## src/sv/khpr_pkg.sv

```systemverilog
// Shared types, constants and codes for the key hash partition router.
// Used by every module of the block but khpr_ram; depends on nothing.
package khpr_pkg;

  localparam int CONNECTIONS_DEF = 16;

  localparam int HASH_W      = 64;
  localparam int PART_W      = 16;
  localparam int RR_W        = 32;
  localparam int BYTE_W      = 8;
  localparam int CONN_W      = 4;
  localparam int CFG_INDEX_W = 2;
  localparam int CFG_DATA_W  = 16;
  localparam int DIV_CNT_W   = 7;

  // The FNV prime is 2^40 + 0x1b3.
  localparam logic [HASH_W-1:0] FNV_BASIS       = 64'hcbf29ce484222325;
  localparam logic [8:0]        FNV_PRIME_LOW   = 9'h1b3;
  localparam int                FNV_PRIME_SHIFT = 40;

  localparam logic [PART_W-1:0] RR_REQUEST = 16'hffff;

  localparam logic [DIV_CNT_W-1:0] HASH_ITERS = 7'd64;
  localparam logic [DIV_CNT_W-1:0] RR_ITERS   = 7'd32;
  localparam logic [DIV_CNT_W-1:0] LEAD_ITERS = 7'd16;

  localparam logic CMD_KEY_BYTE = 1'b0;
  localparam logic CMD_ROUTE    = 1'b1;

  typedef enum logic [1:0] {
    STATUS_OK         = 2'd0,
    STATUS_NO_TOPIC   = 2'd1,
    STATUS_NO_PART    = 2'd2,
    STATUS_NOT_LEADER = 2'd3
  } status_t;

  typedef enum logic [CFG_INDEX_W-1:0] {
    CFG_LEADER_CHECK_ENABLE = 2'd0,
    CFG_BROKER_COUNT        = 2'd1,
    CFG_OWN_BROKER_ID       = 2'd2
  } cfg_reg_t;

  typedef enum logic [1:0] {
    DIV_HASH,
    DIV_RR,
    DIV_LEAD
  } div_sel_t;

  typedef enum logic [3:0] {
    S_CLEAR,
    S_IDLE,
    S_HASH,
    S_ROUTE,
    S_DIV_PART,
    S_LEADER,
    S_DIV_LEAD,
    S_RESULT
  } ctrl_state_t;

  typedef struct packed {
    logic              command;
    logic [BYTE_W-1:0] key_byte;
    logic [CONN_W-1:0] connection;
    logic [PART_W-1:0] requested_partition;
    logic [PART_W-1:0] partition_count;
    logic              role_known;
    logic              is_leader;
    logic              partition_present;
  } in_item_t;

  typedef struct packed {
    logic [1:0]        status;
    logic [PART_W-1:0] chosen_partition;
  } out_item_t;

  typedef struct packed {
    logic     accept;
    logic     hash_add;
    logic     key_clear;
    logic     clear_wr;
    logic     div_start;
    div_sel_t div_sel;
    logic     rr_write;
    logic     part_from_req;
    logic     part_from_rem;
    logic     set_status;
    status_t  status_code;
    logic     out_load;
  } ctrl_cmd_t;

  typedef struct packed {
    logic in_command;
    logic count_zero;
    logic had_key;
    logic rr_req;
    logic req_oob;
    logic leader_en;
    logic role_known;
    logic is_leader;
    logic present;
    logic div_busy;
    logic rem_match;
    logic clear_last;
    logic out_free;
  } dp_status_t;

endpackage

```

## src/sv/khpr_ram.sv

```systemverilog
// Generic single-write, single-read RAM with a registered read port.
// Depends on nothing.
module khpr_ram #(
  parameter int WIDTH = 32,
  parameter int DEPTH = 16,
  localparam int AW = (DEPTH > 1) ? $clog2(DEPTH) : 1
) (
  input  logic             clk,
  input  logic             wr_en,
  input  logic [AW-1:0]    wr_addr,
  input  logic [WIDTH-1:0] wr_data,
  input  logic [AW-1:0]    rd_addr,
  output logic [WIDTH-1:0] rd_data
);

  logic [WIDTH-1:0] mem [DEPTH];

  always_ff @(posedge clk) begin
    if (wr_en) begin
      mem[wr_addr] <= wr_data;
    end
    rd_data <= mem[rd_addr];
  end

endmodule

```

## src/sv/khpr_div.sv

```systemverilog
// Bit-serial restoring divider giving the remainder of a 64-bit dividend by a
// 16-bit divisor, one quotient bit per cycle. Depends on khpr_pkg.
module khpr_div (
  input  logic                            clk,
  input  logic                            rst_n,
  input  logic                            start,
  input  logic [khpr_pkg::HASH_W-1:0]     dividend,
  input  logic [khpr_pkg::PART_W-1:0]     divisor,
  input  logic [khpr_pkg::DIV_CNT_W-1:0]  iters,
  output logic                            busy,
  output logic [khpr_pkg::PART_W-1:0]     remainder
);

  logic [khpr_pkg::HASH_W-1:0]    quo_r;
  logic [khpr_pkg::PART_W-1:0]    rem_r;
  logic [khpr_pkg::PART_W-1:0]    rem_nxt;
  logic [khpr_pkg::PART_W:0]      trial;
  logic [khpr_pkg::DIV_CNT_W-1:0] cnt_r;

  always_comb begin
    trial = {rem_r, quo_r[khpr_pkg::HASH_W-1]};
    if (trial >= {1'b0, divisor}) begin
      rem_nxt = khpr_pkg::PART_W'(trial - {1'b0, divisor});
    end else begin
      rem_nxt = trial[khpr_pkg::PART_W-1:0];
    end
  end

  always_ff @(posedge clk) begin
    if (!rst_n) begin
      cnt_r <= '0;
    end else if (start) begin
      cnt_r <= iters;
    end else if (cnt_r != '0) begin
      cnt_r <= cnt_r - 1'b1;
    end
  end

  always_ff @(posedge clk) begin
    if (start) begin
      quo_r <= dividend;
      rem_r <= '0;
    end else if (cnt_r != '0) begin
      quo_r <= {quo_r[khpr_pkg::HASH_W-2:0], 1'b0};
      rem_r <= rem_nxt;
    end
  end

  assign busy      = (cnt_r != '0);
  assign remainder = rem_r;

endmodule

```

## src/sv/khpr_datapath.sv

```systemverilog
// Datapath: key hash, configuration registers, round-robin counter memory,
// shared divider and result register. Depends on khpr_pkg, khpr_ram, khpr_div.
module khpr_datapath #(
  parameter int CONNECTIONS = khpr_pkg::CONNECTIONS_DEF
) (
  input  logic                              clk,
  input  logic                              rst_n,
  input  khpr_pkg::ctrl_cmd_t               cmd,
  output khpr_pkg::dp_status_t              status,
  input  khpr_pkg::in_item_t                in_data,
  input  logic                              cfg_wr,
  input  logic [khpr_pkg::CFG_INDEX_W-1:0]  cfg_index,
  input  logic [khpr_pkg::CFG_DATA_W-1:0]   cfg_data,
  output logic                              out_valid,
  input  logic                              out_ready,
  output khpr_pkg::out_item_t               out_data
);

  localparam int AW = (CONNECTIONS > 1) ? $clog2(CONNECTIONS) : 1;
  localparam logic [AW-1:0] CLEAR_LAST = AW'(CONNECTIONS - 1);

  logic [khpr_pkg::HASH_W-1:0]    hash_r;
  logic [khpr_pkg::HASH_W-1:0]    mul_r;
  logic                           seen_r;
  khpr_pkg::in_item_t             req_r;
  logic [khpr_pkg::PART_W-1:0]    part_r;
  khpr_pkg::status_t              status_r;
  logic [AW-1:0]                  clr_r;
  logic                           leader_en_r;
  logic [khpr_pkg::PART_W-1:0]    brokers_r;
  logic [khpr_pkg::PART_W-1:0]    own_id_r;
  logic                           out_valid_r;
  khpr_pkg::out_item_t            out_r;

  logic [khpr_pkg::HASH_W-1:0]    key_x;
  logic [khpr_pkg::RR_W-1:0]      rr_rd;
  logic                           wr_en;
  logic [AW-1:0]                  wr_addr;
  logic [khpr_pkg::RR_W-1:0]      wr_data;
  logic [AW-1:0]                  rd_addr;
  logic [khpr_pkg::HASH_W-1:0]    div_dividend;
  logic [khpr_pkg::PART_W-1:0]    div_divisor;
  logic [khpr_pkg::DIV_CNT_W-1:0] div_iters;
  logic                           div_busy;
  logic [khpr_pkg::PART_W-1:0]    div_rem;
  logic [khpr_pkg::PART_W-1:0]    brokers_eff;

  function automatic logic [AW-1:0] conn_index(input logic [khpr_pkg::CONN_W-1:0] c);
    logic [AW-1:0] idx;
    idx = '0;
    for (int i = 0; i < (1 << khpr_pkg::CONN_W); i++) begin
      if (c == khpr_pkg::CONN_W'(i)) begin
        idx = AW'(i % CONNECTIONS);
      end
    end
    return idx;
  endfunction

  assign key_x = hash_r ^ {{(khpr_pkg::HASH_W - khpr_pkg::BYTE_W){1'b0}}, in_data.key_byte};

  always_ff @(posedge clk) begin
    if (!rst_n) begin
      hash_r <= khpr_pkg::FNV_BASIS;
      seen_r <= 1'b0;
    end else if (cmd.key_clear) begin
      hash_r <= khpr_pkg::FNV_BASIS;
      seen_r <= 1'b0;
    end else if (cmd.accept && in_data.command == khpr_pkg::CMD_KEY_BYTE) begin
      hash_r <= key_x;
    end else if (cmd.hash_add) begin
      hash_r <= mul_r + (hash_r << khpr_pkg::FNV_PRIME_SHIFT);
      seen_r <= 1'b1;
    end
  end

  always_ff @(posedge clk) begin
    if (cmd.accept) begin
      if (in_data.command == khpr_pkg::CMD_KEY_BYTE) begin
        mul_r <= key_x * khpr_pkg::FNV_PRIME_LOW;
      end else begin
        req_r <= in_data;
      end
    end
  end

  always_ff @(posedge clk) begin
    if (!rst_n) begin
      leader_en_r <= 1'b0;
      brokers_r   <= 16'd1;
      own_id_r    <= '0;
    end else if (cfg_wr) begin
      case (cfg_index)
        khpr_pkg::CFG_LEADER_CHECK_ENABLE: leader_en_r <= cfg_data[0];
        khpr_pkg::CFG_BROKER_COUNT:        brokers_r   <= cfg_data;
        khpr_pkg::CFG_OWN_BROKER_ID:       own_id_r    <= cfg_data;
        default: ;
      endcase
    end
  end

  always_ff @(posedge clk) begin
    if (!rst_n) begin
      clr_r <= '0;
    end else if (cmd.clear_wr) begin
      clr_r <= clr_r + 1'b1;
    end
  end

  assign rd_addr = conn_index(in_data.connection);
  assign wr_en   = cmd.clear_wr | cmd.rr_write;
  assign wr_addr = cmd.clear_wr ? clr_r : conn_index(req_r.connection);
  assign wr_data = cmd.clear_wr ? '0 : rr_rd + 32'd1;

  khpr_ram #(
    .WIDTH (khpr_pkg::RR_W),
    .DEPTH (CONNECTIONS)
  ) u_rr_ram (
    .clk     (clk),
    .wr_en   (wr_en),
    .wr_addr (wr_addr),
    .wr_data (wr_data),
    .rd_addr (rd_addr),
    .rd_data (rr_rd)
  );

  assign brokers_eff = (brokers_r == '0) ? 16'd1 : brokers_r;

  always_comb begin
    case (cmd.div_sel)
      khpr_pkg::DIV_RR: begin
        div_dividend = {rr_rd, {(khpr_pkg::HASH_W - khpr_pkg::RR_W){1'b0}}};
        div_divisor  = req_r.partition_count;
        div_iters    = khpr_pkg::RR_ITERS;
      end
      khpr_pkg::DIV_LEAD: begin
        div_dividend = {part_r, {(khpr_pkg::HASH_W - khpr_pkg::PART_W){1'b0}}};
        div_divisor  = brokers_eff;
        div_iters    = khpr_pkg::LEAD_ITERS;
      end
      default: begin
        div_dividend = hash_r;
        div_divisor  = req_r.partition_count;
        div_iters    = khpr_pkg::HASH_ITERS;
      end
    endcase
  end

  khpr_div u_div (
    .clk       (clk),
    .rst_n     (rst_n),
    .start     (cmd.div_start),
    .dividend  (div_dividend),
    .divisor   (div_divisor),
    .iters     (div_iters),
    .busy      (div_busy),
    .remainder (div_rem)
  );

  always_ff @(posedge clk) begin
    if (cmd.part_from_req) begin
      part_r <= req_r.requested_partition;
    end else if (cmd.part_from_rem) begin
      part_r <= div_rem;
    end
    if (cmd.set_status) begin
      status_r <= cmd.status_code;
    end
  end

  always_ff @(posedge clk) begin
    if (!rst_n) begin
      out_valid_r <= 1'b0;
    end else if (cmd.out_load) begin
      out_valid_r <= 1'b1;
    end else if (out_ready) begin
      out_valid_r <= 1'b0;
    end
  end

  always_ff @(posedge clk) begin
    if (cmd.out_load) begin
      out_r.status           <= status_r;
      out_r.chosen_partition <= (status_r == khpr_pkg::STATUS_OK) ? part_r : '0;
    end
  end

  assign out_valid = out_valid_r;
  assign out_data  = out_r;

  always_comb begin
    status.in_command = in_data.command;
    status.count_zero = (req_r.partition_count == '0);
    status.had_key    = seen_r;
    status.rr_req     = (req_r.requested_partition == khpr_pkg::RR_REQUEST);
    status.req_oob    = (req_r.requested_partition >= req_r.partition_count);
    status.leader_en  = leader_en_r;
    status.role_known = req_r.role_known;
    status.is_leader  = req_r.is_leader;
    status.present    = req_r.partition_present;
    status.div_busy   = div_busy;
    status.rem_match  = (div_rem == own_id_r);
    status.clear_last = (clr_r == CLEAR_LAST);
    status.out_free   = !out_valid_r || out_ready;
  end

endmodule

```

## src/sv/khpr_ctrl.sv

```systemverilog
// Controller state machine sequencing hashing, partition selection, the
// leadership check and result hand-off. Depends on khpr_pkg.
module khpr_ctrl (
  input  logic                 clk,
  input  logic                 rst_n,
  input  logic                 in_valid,
  output logic                 in_ready,
  input  khpr_pkg::dp_status_t status,
  output khpr_pkg::ctrl_cmd_t  cmd
);

  khpr_pkg::ctrl_state_t state_r;
  khpr_pkg::ctrl_state_t state_nxt;

  always_ff @(posedge clk) begin
    if (!rst_n) begin
      state_r <= khpr_pkg::S_CLEAR;
    end else begin
      state_r <= state_nxt;
    end
  end

  always_comb begin
    state_nxt = state_r;
    case (state_r)
      khpr_pkg::S_CLEAR: begin
        if (status.clear_last) state_nxt = khpr_pkg::S_IDLE;
      end
      khpr_pkg::S_IDLE: begin
        if (in_valid) begin
          state_nxt = (status.in_command == khpr_pkg::CMD_KEY_BYTE) ?
                      khpr_pkg::S_HASH : khpr_pkg::S_ROUTE;
        end
      end
      khpr_pkg::S_HASH: state_nxt = khpr_pkg::S_IDLE;
      khpr_pkg::S_ROUTE: begin
        if (status.count_zero) begin
          state_nxt = khpr_pkg::S_RESULT;
        end else if (status.had_key || status.rr_req) begin
          state_nxt = khpr_pkg::S_DIV_PART;
        end else if (status.req_oob) begin
          state_nxt = khpr_pkg::S_RESULT;
        end else begin
          state_nxt = khpr_pkg::S_LEADER;
        end
      end
      khpr_pkg::S_DIV_PART: begin
        if (!status.div_busy) state_nxt = khpr_pkg::S_LEADER;
      end
      khpr_pkg::S_LEADER: begin
        state_nxt = (status.leader_en && !status.role_known) ?
                    khpr_pkg::S_DIV_LEAD : khpr_pkg::S_RESULT;
      end
      khpr_pkg::S_DIV_LEAD: begin
        if (!status.div_busy) state_nxt = khpr_pkg::S_RESULT;
      end
      khpr_pkg::S_RESULT: begin
        if (status.out_free) state_nxt = khpr_pkg::S_IDLE;
      end
      default: state_nxt = khpr_pkg::S_IDLE;
    endcase
  end

  always_comb begin
    cmd = '0;
    cmd.div_sel = khpr_pkg::DIV_HASH;
    cmd.status_code = khpr_pkg::STATUS_OK;
    in_ready = (state_r == khpr_pkg::S_IDLE);
    case (state_r)
      khpr_pkg::S_CLEAR: cmd.clear_wr = 1'b1;
      khpr_pkg::S_IDLE: cmd.accept = in_valid;
      khpr_pkg::S_HASH: cmd.hash_add = 1'b1;
      khpr_pkg::S_ROUTE: begin
        cmd.key_clear = 1'b1;
        if (status.count_zero) begin
          cmd.set_status  = 1'b1;
          cmd.status_code = khpr_pkg::STATUS_NO_TOPIC;
        end else if (status.had_key) begin
          cmd.div_start = 1'b1;
          cmd.div_sel   = khpr_pkg::DIV_HASH;
        end else if (status.rr_req) begin
          cmd.div_start = 1'b1;
          cmd.div_sel   = khpr_pkg::DIV_RR;
          cmd.rr_write  = 1'b1;
        end else if (status.req_oob) begin
          cmd.set_status  = 1'b1;
          cmd.status_code = khpr_pkg::STATUS_NO_PART;
        end else begin
          cmd.part_from_req = 1'b1;
        end
      end
      khpr_pkg::S_DIV_PART: cmd.part_from_rem = !status.div_busy;
      khpr_pkg::S_LEADER: begin
        if (status.leader_en && !status.role_known) begin
          cmd.div_start = 1'b1;
          cmd.div_sel   = khpr_pkg::DIV_LEAD;
        end else begin
          cmd.set_status = 1'b1;
          if (status.leader_en && !status.is_leader) begin
            cmd.status_code = khpr_pkg::STATUS_NOT_LEADER;
          end else if (!status.present) begin
            cmd.status_code = khpr_pkg::STATUS_NO_PART;
          end else begin
            cmd.status_code = khpr_pkg::STATUS_OK;
          end
        end
      end
      khpr_pkg::S_DIV_LEAD: begin
        cmd.div_sel    = khpr_pkg::DIV_LEAD;
        cmd.set_status = !status.div_busy;
        if (!status.rem_match) begin
          cmd.status_code = khpr_pkg::STATUS_NOT_LEADER;
        end else if (!status.present) begin
          cmd.status_code = khpr_pkg::STATUS_NO_PART;
        end else begin
          cmd.status_code = khpr_pkg::STATUS_OK;
        end
      end
      khpr_pkg::S_RESULT: cmd.out_load = status.out_free;
      default: ;
    endcase
  end

endmodule

```

## src/sv/key_hash_partition_router.sv

```systemverilog
// Key hash partition router: input, result and configuration channels.
// Transactions on the input channel carry either one key byte or a route
// request. Key bytes fold into a 64-bit FNV-1a hash; each is folded in by
// a narrow constant multiply, then the add of the shifted high term.
// A route request yields exactly one result transaction carrying a status
// and the chosen partition; key bytes yield none.
// Routes for an unknown topic, an out-of-range index, or an explicit
// partition with no fallback leadership check do not use the divider. The
// single bit-serial divider serves hash modulo partition count, the
// round-robin counter and the fallback partition-modulo-broker-count check.
// One item is worked on at a time; a finished result waits in the output
// register, and the next item is accepted while it is held.
// If the receiver stalls, a further route request completes its work and
// then waits until the output register frees.
// After reset the round-robin counter memory is cleared, one entry per
// cycle, until all CONNECTIONS entries are zero; no input is accepted
// meanwhile, while configuration writes are always accepted. Write
// configuration only when the block is idle.
module key_hash_partition_router #(
  parameter int CONNECTIONS = khpr_pkg::CONNECTIONS_DEF
) (
  input  logic                              clk,
  input  logic                              rst_n,
  input  logic                              in_valid,
  output logic                              in_ready,
  input  khpr_pkg::in_item_t                in_data,
  output logic                              out_valid,
  input  logic                              out_ready,
  output khpr_pkg::out_item_t               out_data,
  input  logic                              cfg_valid,
  output logic                              cfg_ready,
  input  logic [khpr_pkg::CFG_INDEX_W-1:0]  cfg_index,
  input  logic [khpr_pkg::CFG_DATA_W-1:0]   cfg_data
);

  khpr_pkg::ctrl_cmd_t  ctrl_cmd;
  khpr_pkg::dp_status_t dp_status;

  assign cfg_ready = 1'b1;

  khpr_ctrl u_ctrl (
    .clk      (clk),
    .rst_n    (rst_n),
    .in_valid (in_valid),
    .in_ready (in_ready),
    .status   (dp_status),
    .cmd      (ctrl_cmd)
  );

  khpr_datapath #(
    .CONNECTIONS (CONNECTIONS)
  ) u_datapath (
    .clk       (clk),
    .rst_n     (rst_n),
    .cmd       (ctrl_cmd),
    .status    (dp_status),
    .in_data   (in_data),
    .cfg_wr    (cfg_valid && cfg_ready),
    .cfg_index (cfg_index),
    .cfg_data  (cfg_data),
    .out_valid (out_valid),
    .out_ready (out_ready),
    .out_data  (out_data)
  );

`ifndef SYNTHESIS
  a_key_byte_busy: assert property (@(posedge clk) disable iff (!rst_n)
    (in_valid && in_ready && in_data.command == khpr_pkg::CMD_KEY_BYTE) |=> !in_ready)
    else $error("Input accepted during the hash update of a key byte.");

  a_idle_div_free: assert property (@(posedge clk) disable iff (!rst_n)
    in_ready |-> !dp_status.div_busy)
    else $error("Divider still busy while the block takes new input.");

  a_div_start_free: assert property (@(posedge clk) disable iff (!rst_n)
    ctrl_cmd.div_start |-> !dp_status.div_busy)
    else $error("Divider started while a division is in progress.");

  a_out_load_free: assert property (@(posedge clk) disable iff (!rst_n)
    ctrl_cmd.out_load |-> dp_status.out_free)
    else $error("Result loaded over a transaction not yet taken.");
`endif

endmodule

```

## config.mk

```make
export PLATFORM = sky130hd
export DESIGN_NAME = key_hash_partition_router
export DESIGN_NICKNAME = d
export VERILOG_FILES = /design/src/sv/khpr_pkg.sv /design/src/sv/khpr_ram.sv /design/src/sv/khpr_div.sv /design/src/sv/khpr_datapath.sv /design/src/sv/khpr_ctrl.sv /design/src/sv/key_hash_partition_router.sv
export SDC_FILE = /design/constraint.sdc
export NUM_CORES = 2
export LEC_CHECK = 0
export ABC_AREA = 0
export BUFFER_PORTS_ARGS = -buffer_cell sky130_fd_sc_hd__buf_2
export CAP_MARGIN = 40
export CELL_PAD_IN_SITES_DETAIL_PLACEMENT = 0
export CELL_PAD_IN_SITES_GLOBAL_PLACEMENT = 1
export CORE_ASPECT_RATIO = 0.7
export CORE_UTILIZATION = 53
export DETAILED_ROUTE_END_ITERATION = 8
export PLACE_DENSITY = 0.91
export SLEW_MARGIN = 20
export SYNTH_ARGS = -nofsm -noshare
export SYNTH_HDL_FRONTEND = slang
export SYNTH_SLANG_ARGS = --single-unit
export TNS_END_PERCENT = 10
```

## constraint.sdc

```tcl
create_clock -name clk -period 5.96 [get_ports clk]
set_clock_uncertainty 0.15 [all_clocks]
set_input_delay 0.596 -clock clk [delete_from_list [all_inputs] [get_ports clk]]
set_output_delay 0.596 -clock clk [all_outputs]
set_load 0.01 [all_outputs]
```

==> out/results.txt <==
status = complete, no violations
Slew HR = 37.1%
drt drc = 0
Worst-path clk slew = 0.07 ns
Hold WC Path Type = primary input to flop
Power Density = 299 mW/mm^2
synthesized area per cell = 13.1 sq um
Routed WL = 123 mm
initial antenna violation count = 1
Post-synth EDFFs = 715
non-filler cells, final = 4924
IO Port Bufs = 90
overall power = 15.6 mW
Post-DP Area = 0.0486 sq mm
setup violators final = 0
Final period util = 95.8%
Detailed Place HPWL = 83.5 mm
flops & latches, synth = 876
clk sinks = 876
CP Launch Type = flop
Sequential Area = 0.0247 sq mm
sequential fraction of the synthesis area = 53.5%
num rows = 90
final hold slack = 0.0444 ns
Max Clock Freq = 175 MHz
Yosys warnings = 0
htree depth = 3
GR Overflow Total = 0
Initial Utilization = 53.5%
min Tclk post-route = 5.71 ns
Max VDD drop = 0.250 mV
via count = 29900
CTS tree = yes
fillcell total = 6341
final core occ = 60.6%
synthesized area = 0.0461 sq mm
CTS buffer count = 85
core area = 0.0861 sq mm
Critical Path Fanout Max = 7
Max-Cap Viols = 0
fin worst setup slack = 0.250 ns
Worst Max-Slew Pin Slew = 0.943 ns
area leader, netlist = edfxtp_1
Setup Fix Bufs, Post-CTS = 0
clock root cell = clkbuf_16
Die Wd = 355 um
overall global routing resource usage = 27.9%
drt wl/cell = 25.0 um
Leakage = 19.7 nW
vias in the first global route = 29300
Placed Instances = 4701
first-pass GRT wire length = 185 mm
Routability Congestion = 0.953
largest net degree at the start of global routing = 71
Nets = 4188
Die H = 249 um
Die Area = 0.0882 sq mm
Critical Path End Type = flop
Layout Area Growth over Synthesis = 13.2%
Setup TNS Final = 0 ns
clock buffer depth = 3
n_diodes = 0
Final Max Slew Viols = 0
area fraction of the dominant cell type after synthesis = 46.5%
post-route cell area = 0.0522 sq mm
multi-input logic area = 0.0197 sq mm
number of routed nets with antenna violations = 0
I/O pin count = 92
critical path type = flop to flop
WP data required = 6.23 ns
most frequent cell after synthesis = edfxtp_1
largest cells by area after synthesis = edfxtp_1 47%, fa_1 9.2%, mux4_2 7.8%
Worst-Skew Late Latency = 0.67 ns
RSZ-0062 raised after global routing = no
final hold vios = 0
Post-synth top cells = 715 x edfxtp_1, 370 x inv_1, 321 x nand2_1
ys flop type = edfxtp_1
DP Worst Slack = 0.162 ns
asr flop ratio synth = 0%
Iter 0 DRT Violations = 3872
Cells after Synth = 3510
share of cells above drive strength 1 = 15.1%
Vias/cell = 6.07
Yosys cell types = 82
Pre-antenna DRT Iters = 8
Net Count, Synth = 3996
Worst EP arrival = 5.98 ns
worst max-delay path, cell delays in order (launching register included):
cell and delay [ns]:
dfxtp_1 0.48, ha_1 0.30, inv_1 0.10, fa_1 0.56
inv_1 0.06, fa_1 0.53, inv_1 0.05, fa_1 0.53
inv_1 0.05, ha_1 0.39, and3_1 0.24, a221oi_2 0.35
o211ai_1 0.18, a211oi_2 0.30, o211ai_2 0.16, nand3_2 0.11
nand3_2 0.10, a221o_2 0.42, a221oi_2 0.30, xnor2_1 0.09
power by group:
group	leakage, nW	switching (mW)	total [mW]	internal [mW]
Clock	1.47	2.46	5.80	3.34
Combinational	10.6	1.34	2.36	1.02
Sequential	7.66	0.294	7.45	7.15
Total	19.7	4.09	15.6	11.5
path summary, 6_finish.rpt:
kind                                        startpoint                 endpoint  slack (ns)  cells past startpoint
worst max-delay path             u_datapath.hash_r[17]     u_datapath.mul_r[62]        0.25                     19
worst min-delay path                       cfg_data[0]  u_datapath.brokers_r[0]        0.04                      3
worst max register to register   u_datapath.hash_r[17]     u_datapath.mul_r[62]        0.25                     19
worst min register to register  u_datapath.status_r[1]  u_datapath.out_data[17]        0.30                      0
cells by family (layout without fill, tap and decap cells):
group / after synthesis / in the layout / synth area share [%]
other: 1 / 1 / 0.00813
flip-flops: 876 / 876 / 53.5
multiplexers: 204 / 204 / 8.82
adder cells (fa/ha/maj): 415 / 415 / 14.7
buffers and inverters: 505 / 769 / 4.14
XOR/XNOR: 177 / 177 / 3.36
AND/OR/NAND/NOR: 835 / 835 / 8.29
AO/OA/AOI/OAI: 497 / 497 / 7.13
sequential cells by signal (all words and copies together), names as in the netlist:
signal	cells
u_ctrl.state_r	3
u_datapath.u_div.quo_r	64
u_datapath.status	3
u_datapath.own_id_r	16
u_datapath.u_div.remainder	16
u_datapath.hash_r	64
u_datapath.seen_r	1
u_datapath.out_data	18
u_datapath.brokers_r	16
u_datapath.part_r	16
u_datapath.u_div.cnt_r	7
u_datapath.u_rr_ram.rd_data	32
u_datapath.u_rr_ram.mem	512
u_datapath.req_r	36
u_datapath.mul_r	64
u_datapath.out_valid	1
u_datapath.clr_r	4
u_datapath.leader_en_r	1
u_datapath.status_r	2
repair_timing:
action,CTS,global route
endpoints found under the hold margin,35,0
endpoints found under the setup margin,0,3
hold buffers,35,0
gates resized for setup,0,1
layout by cell type (no fill, tap or decap), types with 93 or more instances in the layout:
master and n:
a21oi_1 142, ha_1 201, inv_1 369, buf_4 93, fa_1 213, mux4_2 160, edfxtp_1 715, dfxtp_1 161
nand2_1 320, xnor2_1 105, nor2_1 188
area by class of cell:
cell class                      count  share of cell area, %
Clock inverter                     49                   1.12
Inverter                          370                   2.66
Multi-Input combinational cell   2129                   37.8
Tap cell                         1150                   2.76
Timing Repair Buffer              240                   3.78
Sequential cell                   876                   47.3
Clock buffer                      110                   4.63
per-layer routing:
metal | part of all wire [%] | wire length, um | track usage [%]
met1 | 43 | 52800 | 42.3
met2 | 45 | 55300 | 41.5
met3 | 10 | 12300 | 5.61
met4 | 2.1 | 2550 | 6.61
met5 | 0 | 0 | 0
(Power assumes the default switching activity.)
